--- config.mk ---
export PLATFORM = sky130hd
export DESIGN_NAME = rgb_to_hsv_converter_core
export DESIGN_NICKNAME = d
export VERILOG_FILES = /design/src/rtl/rhc_pkg.sv /design/src/rtl/rhc_front.sv /design/src/rtl/rhc_div.sv /design/src/rtl/rgb_to_hsv_converter_core.sv
export SDC_FILE = /design/constraint.sdc
export NUM_CORES = 1
export LEC_CHECK = 0
export ABC_AREA = 1
export BUFFER_PORTS_ARGS = -buffer_cell sky130_fd_sc_hd__buf_4
export CAP_MARGIN = 40
export CORE_MARGIN = 2
export CORE_UTILIZATION = 60
export DETAILED_ROUTE_END_ITERATION = 6
export GPL_TIMING_DRIVEN = 0
export PLACE_DENSITY = 0.77
export SLEW_MARGIN = 30
export SYNTH_ARGS = -nofsm -noshare
export SYNTH_HDL_FRONTEND = slang
export SYNTH_SLANG_ARGS = --single-unit
export TNS_END_PERCENT = 100
--- constraint.sdc ---
create_clock -name clk -period 11 [get_ports clk]
set_input_delay 2.2 -clock clk [delete_from_list [all_inputs] [get_ports clk]]
set_output_delay 2.2 -clock clk [all_outputs]
set_load 0.1 [all_outputs]
--- src/rtl/rhc_pkg.sv ---
// Shared types and constants for the RGB to HSV converter.
// No dependencies; imported by every module in rtl/.
package rhc_pkg;

  localparam int CHAN_W  = 8;   // one colour channel
  localparam int HUE_W   = 9;   // whole degrees
  localparam int PCT_W   = 15;  // percent, 8 fraction bits
  localparam int NUM_W   = 23;  // dividend of both divisions
  localparam int QUO_W   = 16;  // quotient bits produced by the divider
  localparam int DEN_W   = 8;   // divisor width

  localparam int STEPS_PER_STAGE = 4;
  localparam int DIV_STAGES      = QUO_W / STEPS_PER_STAGE;

  localparam logic [HUE_W-1:0] HUE_WRAP = 9'd360;

  // Everything the front end hands to the dividers and the output stage.
  typedef struct packed {
    logic [NUM_W-1:0]  hue_num;
    logic [NUM_W-1:0]  sat_num;
    logic [DEN_W-1:0]  diff;
    logic [DEN_W-1:0]  max;
    logic [PCT_W-1:0]  val;
    logic              gray;
    logic              black;
  } front_t;

  // Sideband that bypasses the dividers.
  typedef struct packed {
    logic [PCT_W-1:0] val;
    logic             gray;
    logic             black;
  } side_t;

endpackage

--- src/rtl/rhc_front.sv ---
// Front end: channel max/min, hue and saturation dividends, brightness.
// Two register stages; depends on rhc_pkg.
module rhc_front (
  input  logic                         clk,
  input  logic                         rst_n,
  input  logic                         in_vld,
  input  logic [rhc_pkg::CHAN_W-1:0]   in_red,
  input  logic [rhc_pkg::CHAN_W-1:0]   in_green,
  input  logic [rhc_pkg::CHAN_W-1:0]   in_blue,
  output logic                         out_vld,
  output rhc_pkg::front_t              out_data
);
  import rhc_pkg::*;

  localparam logic [1:0] SEL_RED   = 2'd0;
  localparam logic [1:0] SEL_GREEN = 2'd1;
  localparam logic [1:0] SEL_BLUE  = 2'd2;

  // stage 1
  logic              vld1_r;
  logic [CHAN_W-1:0] max_r, max_nxt;
  logic [CHAN_W-1:0] diff_r, diff_nxt;
  logic [1:0]        sel_r, sel_nxt;
  logic signed [CHAN_W:0] dxy_r, dxy_nxt;
  logic [CHAN_W-1:0] min_c;

  // stage 2
  logic   vld2_r;
  front_t data_r, data_nxt;

  logic signed [19:0] num_c;
  logic signed [19:0] off_c;
  logic [14:0]        t_c;
  logic [14:0]        q_c;

  // Ties go red first, then green.
  always_comb begin
    if (in_red >= in_green && in_red >= in_blue) begin
      sel_nxt = SEL_RED;
      max_nxt = in_red;
      dxy_nxt = $signed({1'b0, in_green}) - $signed({1'b0, in_blue});
    end else if (in_green >= in_blue) begin
      sel_nxt = SEL_GREEN;
      max_nxt = in_green;
      dxy_nxt = $signed({1'b0, in_blue}) - $signed({1'b0, in_red});
    end else begin
      sel_nxt = SEL_BLUE;
      max_nxt = in_blue;
      dxy_nxt = $signed({1'b0, in_red}) - $signed({1'b0, in_green});
    end
    min_c = in_red;
    if (in_green < min_c) min_c = in_green;
    if (in_blue < min_c)  min_c = in_blue;
    diff_nxt = max_nxt - min_c;
  end

  always_ff @(posedge clk) begin
    if (!rst_n) begin
      vld1_r <= 1'b0;
    end else begin
      vld1_r <= in_vld;
    end
    max_r  <= max_nxt;
    diff_r <= diff_nxt;
    sel_r  <= sel_nxt;
    dxy_r  <= dxy_nxt;
  end

  always_comb begin
    case (sel_r)
      SEL_RED:   off_c = 20'sd360;
      SEL_GREEN: off_c = 20'sd120;
      SEL_BLUE:  off_c = 20'sd240;
      default:   off_c = 20'sd0;
    endcase
    // Always positive for a non-gray pixel, zero for a gray one.
    num_c = 20'(dxy_r) * 20'sd60 + off_c * $signed({12'd0, diff_r});

    // max*25600/255 = t + floor(t/255) with t = max*100
    t_c = 15'(max_r) * 15'd100;
    q_c = (t_c + (t_c >> 8) + 15'd1) >> 8;

    data_nxt.hue_num = {3'd0, num_c};
    data_nxt.sat_num = {15'(diff_r) * 15'd100, 8'd0};
    data_nxt.diff    = diff_r;
    data_nxt.max     = max_r;
    data_nxt.val     = t_c + q_c;
    data_nxt.gray    = (diff_r == '0);
    data_nxt.black   = (max_r == '0);
  end

  always_ff @(posedge clk) begin
    if (!rst_n) begin
      vld2_r <= 1'b0;
    end else begin
      vld2_r <= vld1_r;
    end
    data_r <= data_nxt;
  end

  assign out_vld  = vld2_r;
  assign out_data = data_r;

endmodule

--- src/rtl/rhc_div.sv ---
// Pipelined restoring divider, a few quotient bits per register stage.
// Quotient must fit QUO_W bits; depends on rhc_pkg.
module rhc_div (
  input  logic                        clk,
  input  logic [rhc_pkg::NUM_W-1:0]   num,
  input  logic [rhc_pkg::DEN_W-1:0]   den,
  output logic [rhc_pkg::QUO_W-1:0]   quo
);
  import rhc_pkg::*;

  typedef struct packed {
    logic [DEN_W-1:0] rem;
    logic [QUO_W-1:0] work;  // dividend bits still to shift in, quotient bits shift in below
    logic [DEN_W-1:0] den;
  } div_st_t;

  div_st_t init_c;
  div_st_t stage_r   [DIV_STAGES];
  div_st_t stage_nxt [DIV_STAGES];

  function automatic div_st_t run_steps(input div_st_t s);
    div_st_t      o;
    logic [DEN_W:0] t;
    o = s;
    for (int k = 0; k < STEPS_PER_STAGE; k++) begin
      t = {o.rem, o.work[QUO_W-1]};
      if (t >= {1'b0, o.den}) begin
        t      = t - {1'b0, o.den};
        o.work = {o.work[QUO_W-2:0], 1'b1};
      end else begin
        o.work = {o.work[QUO_W-2:0], 1'b0};
      end
      o.rem = t[DEN_W-1:0];
    end
    return o;
  endfunction

  always_comb begin
    init_c.rem  = DEN_W'(num[NUM_W-1:QUO_W]);
    init_c.work = num[QUO_W-1:0];
    init_c.den  = den;
    stage_nxt[0] = run_steps(init_c);
    for (int s = 1; s < DIV_STAGES; s++) begin
      stage_nxt[s] = run_steps(stage_r[s-1]);
    end
  end

  always_ff @(posedge clk) begin
    for (int s = 0; s < DIV_STAGES; s++) begin
      stage_r[s] <= stage_nxt[s];
    end
  end

  assign quo = stage_r[DIV_STAGES-1].work;

endmodule

--- src/rtl/rgb_to_hsv_converter_core.sv ---
// RGB to HSV converter, top level: one pixel per clock in, one result beat out.
// Uses rhc_front, rhc_div and rhc_pkg.
//
// A pixel is taken on every clock edge with start high; busy is always low, so
// a new pixel may follow in every cycle. Its result appears for one cycle with
// out_valid high after two front-end stages (max/min, then the
// dividends and brightness), four stages of the pipelined dividers at four
// quotient bits each, and the output register. The receiver must take every
// beat; there is no way to hold results off.
module rgb_to_hsv_converter_core (
  input  logic                         clk,
  input  logic                         rst_n,
  input  logic                         start,
  output logic                         busy,
  input  logic [rhc_pkg::CHAN_W-1:0]   in_red,
  input  logic [rhc_pkg::CHAN_W-1:0]   in_green,
  input  logic [rhc_pkg::CHAN_W-1:0]   in_blue,
  output logic                         out_valid,
  output logic [rhc_pkg::HUE_W-1:0]    out_hue,
  output logic [rhc_pkg::PCT_W-1:0]    out_saturation,
  output logic [rhc_pkg::PCT_W-1:0]    out_brightness
);
  import rhc_pkg::*;

  logic             front_vld;
  front_t           front_data;
  logic [QUO_W-1:0] hue_quo;
  logic [QUO_W-1:0] sat_quo;

  logic [DIV_STAGES-1:0] vld_r, vld_nxt;
  side_t                 side_r [DIV_STAGES];

  logic             out_vld_r;
  logic [HUE_W-1:0] hue_r, hue_nxt;
  logic [PCT_W-1:0] sat_r, sat_nxt;
  logic [PCT_W-1:0] val_r;
  logic [HUE_W-1:0] hue_q;
  side_t            side_in;

  assign busy = 1'b0;

  rhc_front u_front (
    .clk      (clk),
    .rst_n    (rst_n),
    .in_vld   (start),
    .in_red   (in_red),
    .in_green (in_green),
    .in_blue  (in_blue),
    .out_vld  (front_vld),
    .out_data (front_data)
  );

  rhc_div u_hue_div (
    .clk (clk),
    .num (front_data.hue_num),
    .den (front_data.diff),
    .quo (hue_quo)
  );

  rhc_div u_sat_div (
    .clk (clk),
    .num (front_data.sat_num),
    .den (front_data.max),
    .quo (sat_quo)
  );

  // Carry brightness and the special-case flags alongside the dividers.
  always_comb begin
    side_in.val   = front_data.val;
    side_in.gray  = front_data.gray;
    side_in.black = front_data.black;
    vld_nxt = {vld_r[DIV_STAGES-2:0], front_vld};
  end

  always_ff @(posedge clk) begin
    if (!rst_n) begin
      vld_r <= '0;
    end else begin
      vld_r <= vld_nxt;
    end
    side_r[0] <= side_in;
    for (int s = 1; s < DIV_STAGES; s++) begin
      side_r[s] <= side_r[s-1];
    end
  end

  // Quotient lies in 60..420: one subtract wraps it.
  always_comb begin
    hue_q = hue_quo[HUE_W-1:0];
    if (side_r[DIV_STAGES-1].gray) begin
      hue_nxt = '0;
    end else if (hue_q >= HUE_WRAP) begin
      hue_nxt = hue_q - HUE_WRAP;
    end else begin
      hue_nxt = hue_q;
    end
    if (side_r[DIV_STAGES-1].black) begin
      sat_nxt = '0;
    end else begin
      sat_nxt = sat_quo[PCT_W-1:0];
    end
  end

  always_ff @(posedge clk) begin
    if (!rst_n) begin
      out_vld_r <= 1'b0;
    end else begin
      out_vld_r <= vld_r[DIV_STAGES-1];
    end
    hue_r <= hue_nxt;
    sat_r <= sat_nxt;
    val_r <= side_r[DIV_STAGES-1].val;
  end

  assign out_valid      = out_vld_r;
  assign out_hue        = hue_r;
  assign out_saturation = sat_r;
  assign out_brightness = val_r;

endmodule
==> flow_metrics.env <==
export IMPL_met1_usage_pct=32.09
export IMPL_finalMaxSlewViolations=0
export IMPL_yosysTopAreaCellShare_pct=26.35
export IMPL_rsz0062_at_grt="false"
export IMPL_start_kind="flop"
export IMPL_ys_warn_count=0
export IMPL_rr_endpoint="u_hue_div.stage_r[1][27]"
export IMPL_slowest_stage="dfxtp_1"
export IMPL_syn_area_per_cell_um2=7.663
export IMPL_crit_buf_inv=7
export IMPL_ff2ff_setup_slack_ns=3.38
export IMPL_totalWireLength_um=59870
export IMPL_cts_clk_slew_worst_paths_ns=0.06
export IMPL_crit_path_frequent_cell="nand2_1"
export IMPL_hp_class="reg -> reg"
export IMPL_pin_count=68
export IMPL_drc=0
export IMPL_grt_usage_pct=25.31
export IMPL_cts_htree_levels=2
export IMPL_nets=4281
export IMPL_final_antenna_net_count=0
export IMPL_yosysMostFrequentCell="nand2_1"
export IMPL_grt_pass1_vias=22050
export IMPL_tns_ns=0
export IMPL_start_util_pct=61.17
export IMPL_arrival_ns=8.13
export IMPL_max_cap_violations=0
export IMPL_area_growth_synth_to_final_pct=9.753
export IMPL_gr_usage_met2_pct=44.62
export IMPL_cts_buffers=42
export IMPL_gr_usage_met3_pct=2.857
export IMPL_async_reset_ff_share_pct=0
export IMPL_dr_first_iter_drc_count=1049
export IMPL_grt_overflow_total=0
export IMPL_syn_nets=4171
export IMPL_yosys_top_cells_count="783 x nand2_1, 595 x inv_1, 432 x ha_1"
export IMPL_post_cts_setup_buffers=0
export IMPL_yosys_top_cells_area="dfxtp_1 26%, ha_1 19%, nand2_1 11%"
export IMPL_die_width_um=219.6
export IMPL_synth_edff_count=0
export IMPL_gp_congestion=0.9342
export IMPL_dr_pass1_iters=5
export IMPL_cp_max_fo=10
export IMPL_cts_root_buf="clkbuf_16"
export IMPL_hpwlAfterDp_um=47460
export IMPL_r2r_start="u_hue_div.stage_r[0][1]"
export IMPL_core_region_area_mm2=0.04558
export IMPL_worstSetupEndpointType="flop"
export IMPL_worstHoldEndpoint="side_r[3][12]"
export IMPL_synthesis_area_mm2=0.02788
export IMPL_rr_worst_depth=48
export IMPL_synth_top_area_cell="dfxtp_1"
export IMPL_holdPathStages=0
export IMPL_status="complete, no violations"
export IMPL_post_drt_wl_per_cell_um=13.67
export IMPL_vias=23040
export IMPL_antenna_found_initial=0
export IMPL_clk_latency_ns=0.59
export IMPL_finalClockSkew_ns=0.01963
export IMPL_crit_family="simple AND/OR/NAND/NOR gates"
export IMPL_routed_via_density=5.260
export IMPL_cts_tree="built"
export IMPL_cts_buffer_depth=3
export IMPL_maxSlewHeadroom_pct=54.32
export IMPL_die_h_um=219.6
export IMPL_path_class="reg -> reg"
export IMPL_period_needed_ns=7.620
export IMPL_hold_buffers=0
export IMPL_hp_start="side_r[2][12]"
export IMPL_seq_area_frac_synth_pct=26.35
export IMPL_setup_viol=0
export IMPL_netlist_cell_type_count=74
export IMPL_timing_final_crit_share_pct=69.27
export IMPL_placementRows=78
export IMPL_hold_violations=0
export IMPL_die_area_mm2=0.04820
export IMPL_grt_pass1_wl_um=101000
export IMPL_numPortBuffers=66
export IMPL_drive_gt1_share_pct=7.593
export IMPL_max_stage_delay_ns=0.45
export IMPL_cts_sinks=367
export IMPL_clock_fmax_mhz=131.2
export IMPL_ctsResizeCount=0
export IMPL_required_ns=11.51
export IMPL_synthCells=3638
export IMPL_worst_slew_pin_slew_ns=0.6679
export IMPL_grt_start_max_net_pins=15
export IMPL_busiest_layer="met2"
export IMPL_ys_ff_latch=367
export IMPL_synth_top_flop_cell="dfxtp_1"
[registers in the layout (all words and copies together), names as in the netlist]
signal	count
out_saturation	15
out_brightness	15
u_front.sel_r	2
u_hue_div.stage_r	81
u_front.max_r	8
out_valid	1
u_sat_div.stage_r	84
out_hue	9
u_front.dxy_r	9
u_front.vld1_r	1
u_front.diff_r	8
side_r	68
u_front.out_data	61
u_front.out_vld	1
vld_r	4
[worst reg2reg max path: cells and delay by family, from the launching register on]
kind            cells  cell delay, ns
simple gates       25            2.55
compound gates     12            2.24
fa+ha+maj           4            1.35
buf+inv             7            0.97
flops               1            0.45
[area by class of cell]
| class | count | area (µm²) |
|---|---|---|
| Timing Repair Buffer | 66 | 495.5 |
| Clock inverter | 21 | 300.3 |
| Fill cell | 3820 | 14980 |
| Tap cell | 600 | 750.7 |
| Clock buffer | 55 | 1170 |
| Sequential cell | 367 | 7347 |
| Inverter | 625 | 2356 |
| Antenna cell | 1 | 2.502 |
| Buffer | 29 | 190.2 |
| Multi-Input combinational cell | 2617 | 17980 |
[per-layer routing]
layer | vias to the layer above | share of wire [%]
li1 | 12030 | -
met3 | 127 | 4.8
met4 | 0 | 2.8
met1 | 10340 | 45
met5 | - | 0
met2 | 543 | 47
[worst max path at each step]
stage	cells past startpoint	startpoint	to	slack, ns
2_1_floorplan	48	u_hue_div.stage_r[0][1]	u_hue_div.stage_r[1][25]	4.69
3_3_place_gp	48	u_hue_div.stage_r[0][1]	u_hue_div.stage_r[1][24]	3.63
3_5_place_dp	48	u_hue_div.stage_r[0][1]	u_hue_div.stage_r[1][27]	3.49
4_1_cts	48	u_hue_div.stage_r[0][1]	u_hue_div.stage_r[1][27]	3.42
5_1_grt	48	u_hue_div.stage_r[0][1]	u_hue_div.stage_r[1][28]	2.73
6_report	48	u_hue_div.stage_r[0][1]	u_hue_div.stage_r[1][27]	3.38
[kinds of logic after synthesis]
logic type | share of synthesized area [%]
other | 0.01345
adder cells (fa/ha/maj) | 24.70
XOR/XNOR | 7.760
multiplexers | 0.03591
AND/OR/NAND/NOR | 19.98
AO/OA/AOI/OAI | 12.02
flip-flops | 26.35
buffers and inverters | 9.133
[metrics by stage]
step                std cells  setup WS, ns  hold WS, ns  cell area [µm²]  util [%]
floorplan                3638         4.686       0.3096            27880         -
global placement         4304         3.626       0.3097            29120     63.90
detailed placement       4304         3.494       0.3121            29120     63.90
CTS                      4380         3.415       0.3219            30590     67.13
global route             4380         2.726       0.3230            30590     67.13
finish                   4381         3.380       0.3185            30600     67.13
[cells in the final DEF, fill, tap and decap left out, types with 10 or more instances in the layout]
master	n
a211oi_1	11
a21o_1	10
a21oi_1	252
a31oi_1	10
buf_4	73
clkbuf_1	14
clkbuf_16	42
dfxtp_1	367
fa_1	74
ha_1	432
inv_1	595
inv_2	25
nand2_1	783
nand2_2	20
nand3_1	143
nand4_1	39
nor2_1	177
nor3_1	36
o211ai_1	11
o21a_1	13
o21ai_0	142
o21ai_1	48
o21ai_2	16
o21bai_1	21
or2_2	16
xnor2_1	87
xor2_1	160
Power is left out: the tool's default activity adds up to more than one toggle a clock period on the data nets, which glitch-free logic cannot reach.
